$ cat config.mk
export PLATFORM = sky130hd
export DESIGN_NAME = utf8_to_ascii_text_folder_core
export DESIGN_NICKNAME = d
export VERILOG_FILES = /design/src/rtl/u8f_pkg.sv /design/src/rtl/utf8_to_ascii_text_folder_core.sv /design/src/rtl/u8f_front.sv /design/src/rtl/u8f_queue.sv /design/src/rtl/u8f_back.sv
export SDC_FILE = /design/constraint.sdc
export NUM_CORES = 1
export LEC_CHECK = 0
export BUFFER_PORTS_ARGS = -buffer_cell sky130_fd_sc_hd__buf_2
export CORE_UTILIZATION = 55
export CTS_CLUSTER_DIAMETER = 60
export DETAILED_ROUTE_END_ITERATION = 10
export PLACE_DENSITY = 0.81
export SETUP_SLACK_MARGIN = 0.5
export SYNTH_ARGS = -nofsm -noshare
export SYNTH_HDL_FRONTEND = slang
export SYNTH_SLANG_ARGS = --single-unit
$ cat constraint.sdc
create_clock -name clock -period 13.3 [get_ports clock]
set_clock_uncertainty 0.15 [all_clocks]
set_input_delay 2.66 -clock clock [delete_from_list [all_inputs] [get_ports clock]]
set_output_delay 2.66 -clock clock [all_outputs]
set_load 0.02 [all_outputs]
$ cat src/rtl/u8f_pkg.sv
// ----------------------------------------------------------------------------
// u8f_pkg: shared types and tables for the UTF-8 to ASCII text folder
// Request and response payloads, the decoded burst passed from the decoder
// to the serializer, break pairing codes and the substitution table.
// ----------------------------------------------------------------------------
package u8f_pkg;

   localparam int QUEUE_DEPTH_DEFAULT = 4;

   localparam logic [1:0] PAIR_NONE = 2'd0;
   localparam logic [1:0] PAIR_CR   = 2'd1;
   localparam logic [1:0] PAIR_LF   = 2'd2;

   localparam logic [7:0]  CHAR_CR    = 8'h0D;
   localparam logic [20:0] CP_CR      = 21'h00000D;
   localparam logic [20:0] CP_LF      = 21'h00000A;
   localparam logic [20:0] CP_NEL     = 21'h000085;
   localparam logic [20:0] CP_LINE_SEP = 21'h002028;
   localparam logic [20:0] CP_PARA_SEP = 21'h002029;

   typedef struct packed {
      logic [7:0] in_byte;
      logic       in_last;
   } req_type;

   typedef struct packed {
      logic [7:0] out_byte;
      logic       run_last;
   } rsp_type;

   typedef struct packed {
      logic [3:0][7:0] bytes;
      logic [2:0]      count;
   } burst_type;

   typedef struct packed {
      logic full;
      logic empty;
   } queue_status_type;

   typedef struct packed {
      logic [1:0]      len;
      logic [2:0][7:0] text;
   } sub_type;

   function automatic sub_type sub_lookup(input logic [20:0] cp);
      sub_type res;
      res.len  = 2'd1;
      res.text = '0;
      unique case (cp)
         21'h002018, 21'h002019, 21'h00201A: res.text[0] = 8'h27;
         21'h00201C, 21'h00201D, 21'h00201E: res.text[0] = 8'h22;
         21'h002013, 21'h002014, 21'h002015, 21'h002212: res.text[0] = 8'h2D;
         21'h002026: begin
            res.len  = 2'd3;
            res.text = {8'h2E, 8'h2E, 8'h2E};
         end
         21'h0000A0: res.text[0] = 8'h20;
         21'h002022, 21'h0000D7: res.text[0] = 8'h2A;
         21'h002190: res.text[0] = 8'h5B;
         21'h0000BD: res.text[0] = 8'h5C;
         21'h002192: res.text[0] = 8'h5D;
         21'h002191: res.text[0] = 8'h5E;
         21'h0000BC: res.text[0] = 8'h7B;
         21'h002016: res.text[0] = 8'h7C;
         21'h0000BE: res.text[0] = 8'h7D;
         21'h0000F7: res.text[0] = 8'h7E;
         default: res.len = 2'd0;
      endcase
      return res;
   endfunction

endpackage

$ cat src/rtl/utf8_to_ascii_text_folder_core.sv
// ----------------------------------------------------------------------------
// utf8_to_ascii_text_folder_core: UTF-8 to ASCII text folder
// Path: when the serializer is idle, the first response byte of a request is
// written to the burst queue and then loaded into the serializer's output register.
// Throughput: one request per cycle while the burst queue has room; responses
// leave at one byte per cycle while the consumer pops and bursts are queued.
// Reset clears the decode state, the pending break and the queue.
// ----------------------------------------------------------------------------
module utf8_to_ascii_text_folder_core
   import u8f_pkg::*;
#(
   parameter int QUEUE_DEPTH = QUEUE_DEPTH_DEFAULT
)
(
   input  logic    clock,
   input  logic    reset,
   input  logic    req_push,
   output logic    req_full,
   input  req_type req_data,
   output logic    rsp_empty,
   input  logic    rsp_pop,
   output rsp_type rsp_data
);

   queue_status_type status;
   burst_type        wr_burst, rd_burst;
   logic             accept, push, pop;

   assign req_full = status.full;
   assign accept   = req_push && !status.full;

   u8f_front front (
      .clock    (clock),
      .reset    (reset),
      .req_data (req_data),
      .accept   (accept),
      .burst    (wr_burst),
      .push     (push)
   );

   u8f_queue #(
      .DEPTH (QUEUE_DEPTH)
   ) queue (
      .clock   (clock),
      .reset   (reset),
      .push    (push),
      .wr_data (wr_burst),
      .pop     (pop),
      .rd_data (rd_burst),
      .status  (status)
   );

   u8f_back back (
      .clock     (clock),
      .reset     (reset),
      .rd_data   (rd_burst),
      .status    (status),
      .pop       (pop),
      .rsp_pop   (rsp_pop),
      .rsp_empty (rsp_empty),
      .rsp_data  (rsp_data)
   );

endmodule

$ cat src/rtl/u8f_front.sv
// ----------------------------------------------------------------------------
// u8f_front: UTF-8 decoder front end
// Decodes one accepted request byte per cycle, tracks the partial sequence
// and the pending line break, and forms the burst of up to four output bytes.
// ----------------------------------------------------------------------------
module u8f_front
   import u8f_pkg::*;
(
   input  logic      clock,
   input  logic      reset,
   input  req_type   req_data,
   input  logic      accept,
   output burst_type burst,
   output logic      push
);

   logic [7:0]  held_ff [3];
   logic [1:0]  hcnt_ff, hcnt_in;
   logic [2:0]  slen_ff, slen_in;
   logic [20:0] cp_ff, cp_in;
   logic [1:0]  pair_ff, pair_in;

   logic [7:0]  b;
   logic        last;
   logic        cont, flush, done, hold, fresh;
   logic        is_ascii, lead2, lead3, lead4;
   logic        fresh_ascii, fresh_lead, fresh_bad;
   logic        fin, swallow, brk, is_sub, raw;
   logic [20:0] ncp, fin_cp, lead_cp;
   logic [2:0]  lead_len;
   logic [1:0]  pend, h, f;
   logic        bb;
   logic [2:0][7:0] ftext;
   sub_type     sub;

   always_comb begin
      b     = req_data.in_byte;
      last  = req_data.in_last;
      cont  = (slen_ff != 3'd0) && (b[7:6] == 2'b10);
      flush = (slen_ff != 3'd0) && (b[7:6] != 2'b10);
      ncp   = {cp_ff[14:0], b[5:0]};
      done  = cont && (({1'b0, hcnt_ff} + 3'd1) >= slen_ff);
      hold  = cont && !done;
      fresh = !cont;

      is_ascii = !b[7];
      lead2    = b[7:5] == 3'b110;
      lead3    = b[7:4] == 4'b1110;
      lead4    = b[7:3] == 5'b11110;
      fresh_ascii = fresh && is_ascii;
      fresh_lead  = fresh && (lead2 || lead3 || lead4);
      fresh_bad   = fresh && !is_ascii && !lead2 && !lead3 && !lead4;

      lead_len = lead2 ? 3'd2 : lead3 ? 3'd3 : 3'd4;
      lead_cp  = lead2 ? {16'd0, b[4:0]} : lead3 ? {17'd0, b[3:0]} : {18'd0, b[2:0]};

      fin    = done || fresh_ascii;
      fin_cp = done ? ncp : {13'd0, b};
      pend   = flush ? PAIR_NONE : pair_ff;

      swallow = fin && (((pend == PAIR_CR) && (fin_cp == CP_LF)) ||
                        ((pend == PAIR_LF) && (fin_cp == CP_CR)));
      brk = fin && !swallow && ((fin_cp == CP_CR) || (fin_cp == CP_LF) ||
                                (fin_cp == CP_NEL) || (fin_cp == CP_LINE_SEP) ||
                                (fin_cp == CP_PARA_SEP));
      sub    = sub_lookup(fin_cp);
      is_sub = fin && !swallow && !brk && (sub.len != 2'd0);
      raw    = fin && !swallow && !brk && !is_sub;

      h     = (flush || (done && raw) || (hold && last)) ? hcnt_ff : 2'd0;
      f     = brk ? 2'd1 : (is_sub ? sub.len : 2'd0);
      ftext = brk ? {8'h00, 8'h00, CHAR_CR} : sub.text;
      bb    = raw || fresh_bad || (last && (hold || fresh_lead));
   end

   always_comb begin
      logic [2:0] rel;
      rel = '0;
      for (int k = 0; k < 4; k++) begin
         rel = 3'(k) - {1'b0, h};
         if ((k < 3) && (3'(k) < {1'b0, h})) begin
            burst.bytes[k] = held_ff[2'(k)];
         end else if (rel < {1'b0, f}) begin
            burst.bytes[k] = ftext[rel[1:0]];
         end else begin
            burst.bytes[k] = b;
         end
      end
      burst.count = {1'b0, h} + {1'b0, f} + {2'b0, bb};
      push        = accept && (burst.count != 3'd0);
   end

   always_comb begin
      hcnt_in = hcnt_ff;
      slen_in = slen_ff;
      cp_in   = cp_ff;
      pair_in = pair_ff;
      if (accept) begin
         if (last) begin
            pair_in = PAIR_NONE;
         end else if (fin) begin
            pair_in = !brk ? PAIR_NONE :
                      (fin_cp == CP_CR) ? PAIR_CR :
                      (fin_cp == CP_LF) ? PAIR_LF : PAIR_NONE;
         end else if (flush || fresh_bad) begin
            pair_in = PAIR_NONE;
         end

         if (last) begin
            hcnt_in = '0;
            slen_in = '0;
            cp_in   = '0;
         end else if (hold) begin
            hcnt_in = hcnt_ff + 2'd1;
            cp_in   = ncp;
         end else if (fresh_lead) begin
            hcnt_in = 2'd1;
            slen_in = lead_len;
            cp_in   = lead_cp;
         end else begin
            hcnt_in = '0;
            slen_in = '0;
            cp_in   = '0;
         end
      end
   end

   always_ff @(posedge clock) begin
      if (reset) begin
         hcnt_ff <= '0;
         slen_ff <= '0;
         cp_ff   <= '0;
         pair_ff <= PAIR_NONE;
      end else begin
         hcnt_ff <= hcnt_in;
         slen_ff <= slen_in;
         cp_ff   <= cp_in;
         pair_ff <= pair_in;
      end
   end

   always_ff @(posedge clock) begin
      if (accept && hold) begin
         held_ff[hcnt_ff] <= b;
      end else if (accept && fresh_lead) begin
         held_ff[0] <= b;
      end
   end

   assert property (@(posedge clock) disable iff (reset)
      push |-> (burst.count <= 3'd4))
      else $error("Burst holds more than four bytes.");

   assert property (@(posedge clock) disable iff (reset)
      (slen_ff == 3'd0) |-> ((hcnt_ff == 2'd0) && (cp_ff == 21'd0)))
      else $error("Decode state left behind while idle.");

endmodule

$ cat src/rtl/u8f_queue.sv
// ----------------------------------------------------------------------------
// u8f_queue: burst queue between decoder and serializer
// A small circular buffer of decoded bursts with full and empty status.
// ----------------------------------------------------------------------------
module u8f_queue
   import u8f_pkg::*;
#(
   parameter int DEPTH = QUEUE_DEPTH_DEFAULT
)
(
   input  logic             clock,
   input  logic             reset,
   input  logic             push,
   input  burst_type        wr_data,
   input  logic             pop,
   output burst_type        rd_data,
   output queue_status_type status
);

   localparam int AW = $clog2(DEPTH);
   localparam int CW = $clog2(DEPTH + 1);

   burst_type      mem [DEPTH];
   logic [AW-1:0]  wr_ff, wr_in, rd_ff, rd_in;
   logic [CW-1:0]  cnt_ff, cnt_in;

   always_comb begin
      status.full  = cnt_ff == CW'(DEPTH);
      status.empty = cnt_ff == '0;
      rd_data      = mem[rd_ff];
      wr_in  = push ? ((wr_ff == AW'(DEPTH - 1)) ? '0 : wr_ff + 1'b1) : wr_ff;
      rd_in  = pop ? ((rd_ff == AW'(DEPTH - 1)) ? '0 : rd_ff + 1'b1) : rd_ff;
      cnt_in = cnt_ff + CW'(push) - CW'(pop);
   end

   always_ff @(posedge clock) begin
      if (reset) begin
         wr_ff  <= '0;
         rd_ff  <= '0;
         cnt_ff <= '0;
      end else begin
         wr_ff  <= wr_in;
         rd_ff  <= rd_in;
         cnt_ff <= cnt_in;
      end
   end

   always_ff @(posedge clock) begin
      if (push) begin
         mem[wr_ff] <= wr_data;
      end
   end

   assert property (@(posedge clock) disable iff (reset)
      !(push && status.full))
      else $error("Burst written into a full queue.");

   assert property (@(posedge clock) disable iff (reset)
      !(pop && status.empty))
      else $error("Burst read from an empty queue.");

endmodule

$ cat src/rtl/u8f_back.sv
// ----------------------------------------------------------------------------
// u8f_back: burst serializer
// Holds the current burst in an output register and hands out its bytes one
// per response, marking the last byte of each burst.
// ----------------------------------------------------------------------------
module u8f_back
   import u8f_pkg::*;
(
   input  logic             clock,
   input  logic             reset,
   input  burst_type        rd_data,
   input  queue_status_type status,
   output logic             pop,
   input  logic             rsp_pop,
   output logic             rsp_empty,
   output rsp_type          rsp_data
);

   burst_type  cur_ff, cur_in;
   logic [1:0] idx_ff, idx_in;
   logic       valid_ff, valid_in;
   logic       last_byte, take, load;

   always_comb begin
      last_byte = {1'b0, idx_ff} == (cur_ff.count - 3'd1);
      take      = valid_ff && rsp_pop;
      load      = !valid_ff || (take && last_byte);
      pop       = load && !status.empty;
      valid_in  = load ? !status.empty : valid_ff;
      cur_in    = pop ? rd_data : cur_ff;
      idx_in    = load ? 2'd0 : (take ? idx_ff + 2'd1 : idx_ff);

      rsp_empty         = !valid_ff;
      rsp_data.out_byte = cur_ff.bytes[idx_ff];
      rsp_data.run_last = last_byte;
   end

   always_ff @(posedge clock) begin
      if (reset) begin
         valid_ff <= 1'b0;
         idx_ff   <= '0;
      end else begin
         valid_ff <= valid_in;
         idx_ff   <= idx_in;
      end
   end

   always_ff @(posedge clock) begin
      cur_ff <= cur_in;
   end

   assert property (@(posedge clock) disable iff (reset)
      valid_ff |-> (({1'b0, idx_ff} < cur_ff.count) && (cur_ff.count != 3'd0)))
      else $error("Response index runs past the current burst.");

endmodule
==> reports/results.ini <==
[global_route]
use_met2 = 0.431
track_usage = 0.250
met3_usage = 0.0383
met1_usage = 0.330
grt_max_degree = 39
grt_overflow_total = 0
antenna_found_initial = 0
grt_pass1_wl_um = 37400
grt_pass1_vias = 6665
busiest_layer = met2

[detailed_routing]
wl_per_cell_um = 23.7
ant_nets = 0
drt-total-wl_um = 23800
routed_via_density = 6.52
firstDrtPassIters = 5
drtIter0Drc = 641
via_count = 6535
drc = 0

[clock_network]
cts_made_buffers = 24
cts_tree = yes
cts_setup_buffers = 0
cts.clk_slew.worst_paths_ps = 60
worstSkewPairLatency_ps = 520
ctsResizeCount = 0
ctsHoldBuffers = 0
clock-root-buffer = clkbuf_16
cts.sinks = 231
cts_max_level = 1
clock_path_buffers = 3

[critical_path]
cp-start-kind = input port
crit_path_max_fanout = 16
crit_type = input port to flip-flop
slowest_delay_ps = 510
arrival_ps = 7660
crit_chain = buf_2 -> nand2b_4 -> nor2_1 -> o211ai_1 -> a32oi_1 -> nand2_1 -> nor4_4 -> a31o_1 -> nand2_2 -> inv_1 -> ha_1 -> clkinv_1 -> ha_1 -> a21o_1 -> a211oi_1 -> a21oi_1
endpoint_kind = flip-flop
cpMaxStageDelayCell = a211oi_1
cpMostUsedCell = ha_1
required_ps = 13360

[yosys]
synth_area_leaders = edfxtp_1, mux4_2, dfxtp_1, nor2_1, ha_1
ys.flop_type = edfxtp_1
synth_fp_nets = 773
synth-async-reset-ratio = 0
yosysWarnings = 0
synth_top_area_cell = edfxtp_1
synth-seq-cells = 231
synth_edf_count = 199
syn_avg_cell_area_um2 = 14.3
synth_top_area_share = 0.568
synth_cell_types = 78
synth_area_um2 = 10500
ys_seq_area_frac = 0.629
syn_inst = 738

[die]
start_util = 0.562
boundaryPins = 24
die_h_um = 140
dieArea_um2 = 19700
rows = 50
core_area_um2 = 18700
die_w_um = 140

[hold_path]
hold_path.class = flip-flop to flip-flop

[cells_and_area]
final_util = 0.622
final_layout_size_suffix_gt1_frac = 0.179
nets = 787
antenna_cells = 0
synthToLayoutAreaGrowth_pct = 10.6
stdcell_area_um2 = 11600

[timing]
setup_tns_ps = 0
max_slew_margin = 0.130
max_freq_mhz = 132
fin_crit_sh = 0.571
setup_viol = 0
final_hold_viol_count = 0
period_needed_ps = 7600
tightest_slew_ps = 1300
drv_slew = 0
rsz0062_at_grt = false

[placed_design]
place_congestion = 0.914
dp_hpwl_um = 15600
numPortBuffers = 23
post_dp_cell_area_um2 = 10800

[outcome]
status = finished clean

[pwr]
ir_worst_vdd_mv = 0.109
p_leak_uw = 0.00390
p_per_area_nw_per_um2 = 174

[run]
maxCapViolCount = 0

cell usage in the layout, fill, tap and decap left out, types with 4 or more instances in the layout:
cell type  Yosys  layout
clkinv_2       0       4
a32oi_1        6       6
a21o_1         7       7
nand3_1       17      17
edfxtp_1     199     199
mux2i_1        6       6
nor4_1         8       8
nor3_1        18      18
clkbuf_16      0      24
nor2_1        64      64
o211ai_1       4       4
ha_1          19      19
nand2_1       39      39
a21oi_1       40      39
buf_2          6      23
buf_4          1      10
nor2b_1       15      15
nand4_1        7       7
mux4_2        43      43
a221oi_2       4       4
dfxtp_1       32      31
inv_1         22      22
a22oi_1       21      21
nand3b_1       4       4
nand2b_1       5       5
and2_1         6       6
o41ai_1        4       4
clkbuf_1      32       5
a211oi_1       6       6
a31oi_1        4       4
o21ai_0       13      13
layer usage:
metal / part of all wire / vias up / routed length, µm
met4: 0.025 / 0 / 599
met3: 0.057 / 47 / 1360
li1: - / 2931 / -
met1: 0.41 / 3315 / 9760
met5: 0 / - / 0
met2: 0.51 / 242 / 12100
report_power, final:
| group | switching [µW] | internal (µW) | total [µW] |
|---|---|---|---|
| clock network | 272 | 406 | 679 |
| logic | 226 | 163 | 389 |
| registers | 34.8 | 923 | 957 |
| total | 534 | 1490 | 2030 |
area by class of cell:
class / count / area, µm²
clock buffers: 31 / 647
clock inverters: 12 / 169
fillers: 1368 / 7070
inverters: 25 / 93.8
multi-input cells: 437 / 3620
flip-flops and latches: 231 / 6620
well taps: 234 / 293
repair buffers: 33 / 190
final timing paths:
check | from | endpoint | slack (ps) | depth (start not counted)
worst max-delay path | req_data[8] | queue.mem[2][21] | 5700 | 16
worst min-delay path | front.pair_ff[0] | front.pair_ff[0] | 340 | 2
worst max register to register | front.hcnt_ff[0] | queue.mem[2][21] | 6400 | 17
worst min register to register | front.pair_ff[0] | front.pair_ff[0] | 340 | 2
worst max-delay path: cells and delay by family:
family / cells / cell delay [ps]
simple gates: 5 / 1200
buf+inv: 3 / 790
compound gates: 6 / 2340
fa+ha+maj: 2 / 670
state kept, by name (all words and copies together) (netlist names):
signal         cells
front.hcnt_ff      2
queue.wr_ff        2
queue.mem        140
front.pair_ff      2
queue.cnt_ff       3
front.held_ff     24
front.slen_ff      3
front.cp_ff       15
back.idx_ff        2
back.valid_ff      1
back.cur_ff       35
queue.rd_ff        2
cells in the mapped netlist, types with 3 or more instances:
library cell  count
a211o_1           3
a211oi_1          6
a21o_1            7
a21oi_1          40
a221oi_1          3
a221oi_2          4
a22o_1            3
a22oi_1          21
a31oi_1           4
a32oi_1           6
and2_1            6
buf_1             4
buf_2             6
clkbuf_1         32
dfxtp_1          32
edfxtp_1        199
fa_1              3
ha_1             19
inv_1            22
mux2i_1           6
mux4_2           43
nand2_1          39
nand2b_1          5
nand3_1          17
nand3b_1          4
nand4_1           7
nor2_1           64
nor2b_1          15
nor3_1           18
nor3b_1           3
nor4_1            8
o2111ai_1         3
o211ai_1          4
o21ai_0          13
o22ai_1           3
o32ai_1           3
o41ai_1           4
or3_1             3
xnor2_1           3
cells by family after synthesis:
group / after synthesis / synth area share
buffers and inverters: 70 / 0.0275
xor gates and xnor gates: 5 / 0.00416
AOI/OAI and AO/OA: 149 / 0.104
muxes: 50 / 0.0989
adders and majority gates: 22 / 0.0283
and+or+nand+nor: 211 / 0.108
DFF: 231 / 0.629
through the flow:
| stage | setup WS [ps] | cells | hold WS [ps] | power [µW] |
|---|---|---|---|---|
| global route | 5370 | 1003 | 383 | 2110 |
| detailed placement | 5330 | 960 | 324 | 1370 |
| CTS | 5860 | 1003 | 333 | 2050 |
| global placement | 5490 | 960 | 302 | 1350 |
| floorplan | 6170 | 738 | 290 | 1260 |
| finish | 5700 | 1003 | 338 | 2030 |
Power figures use the tool's default switching activity.
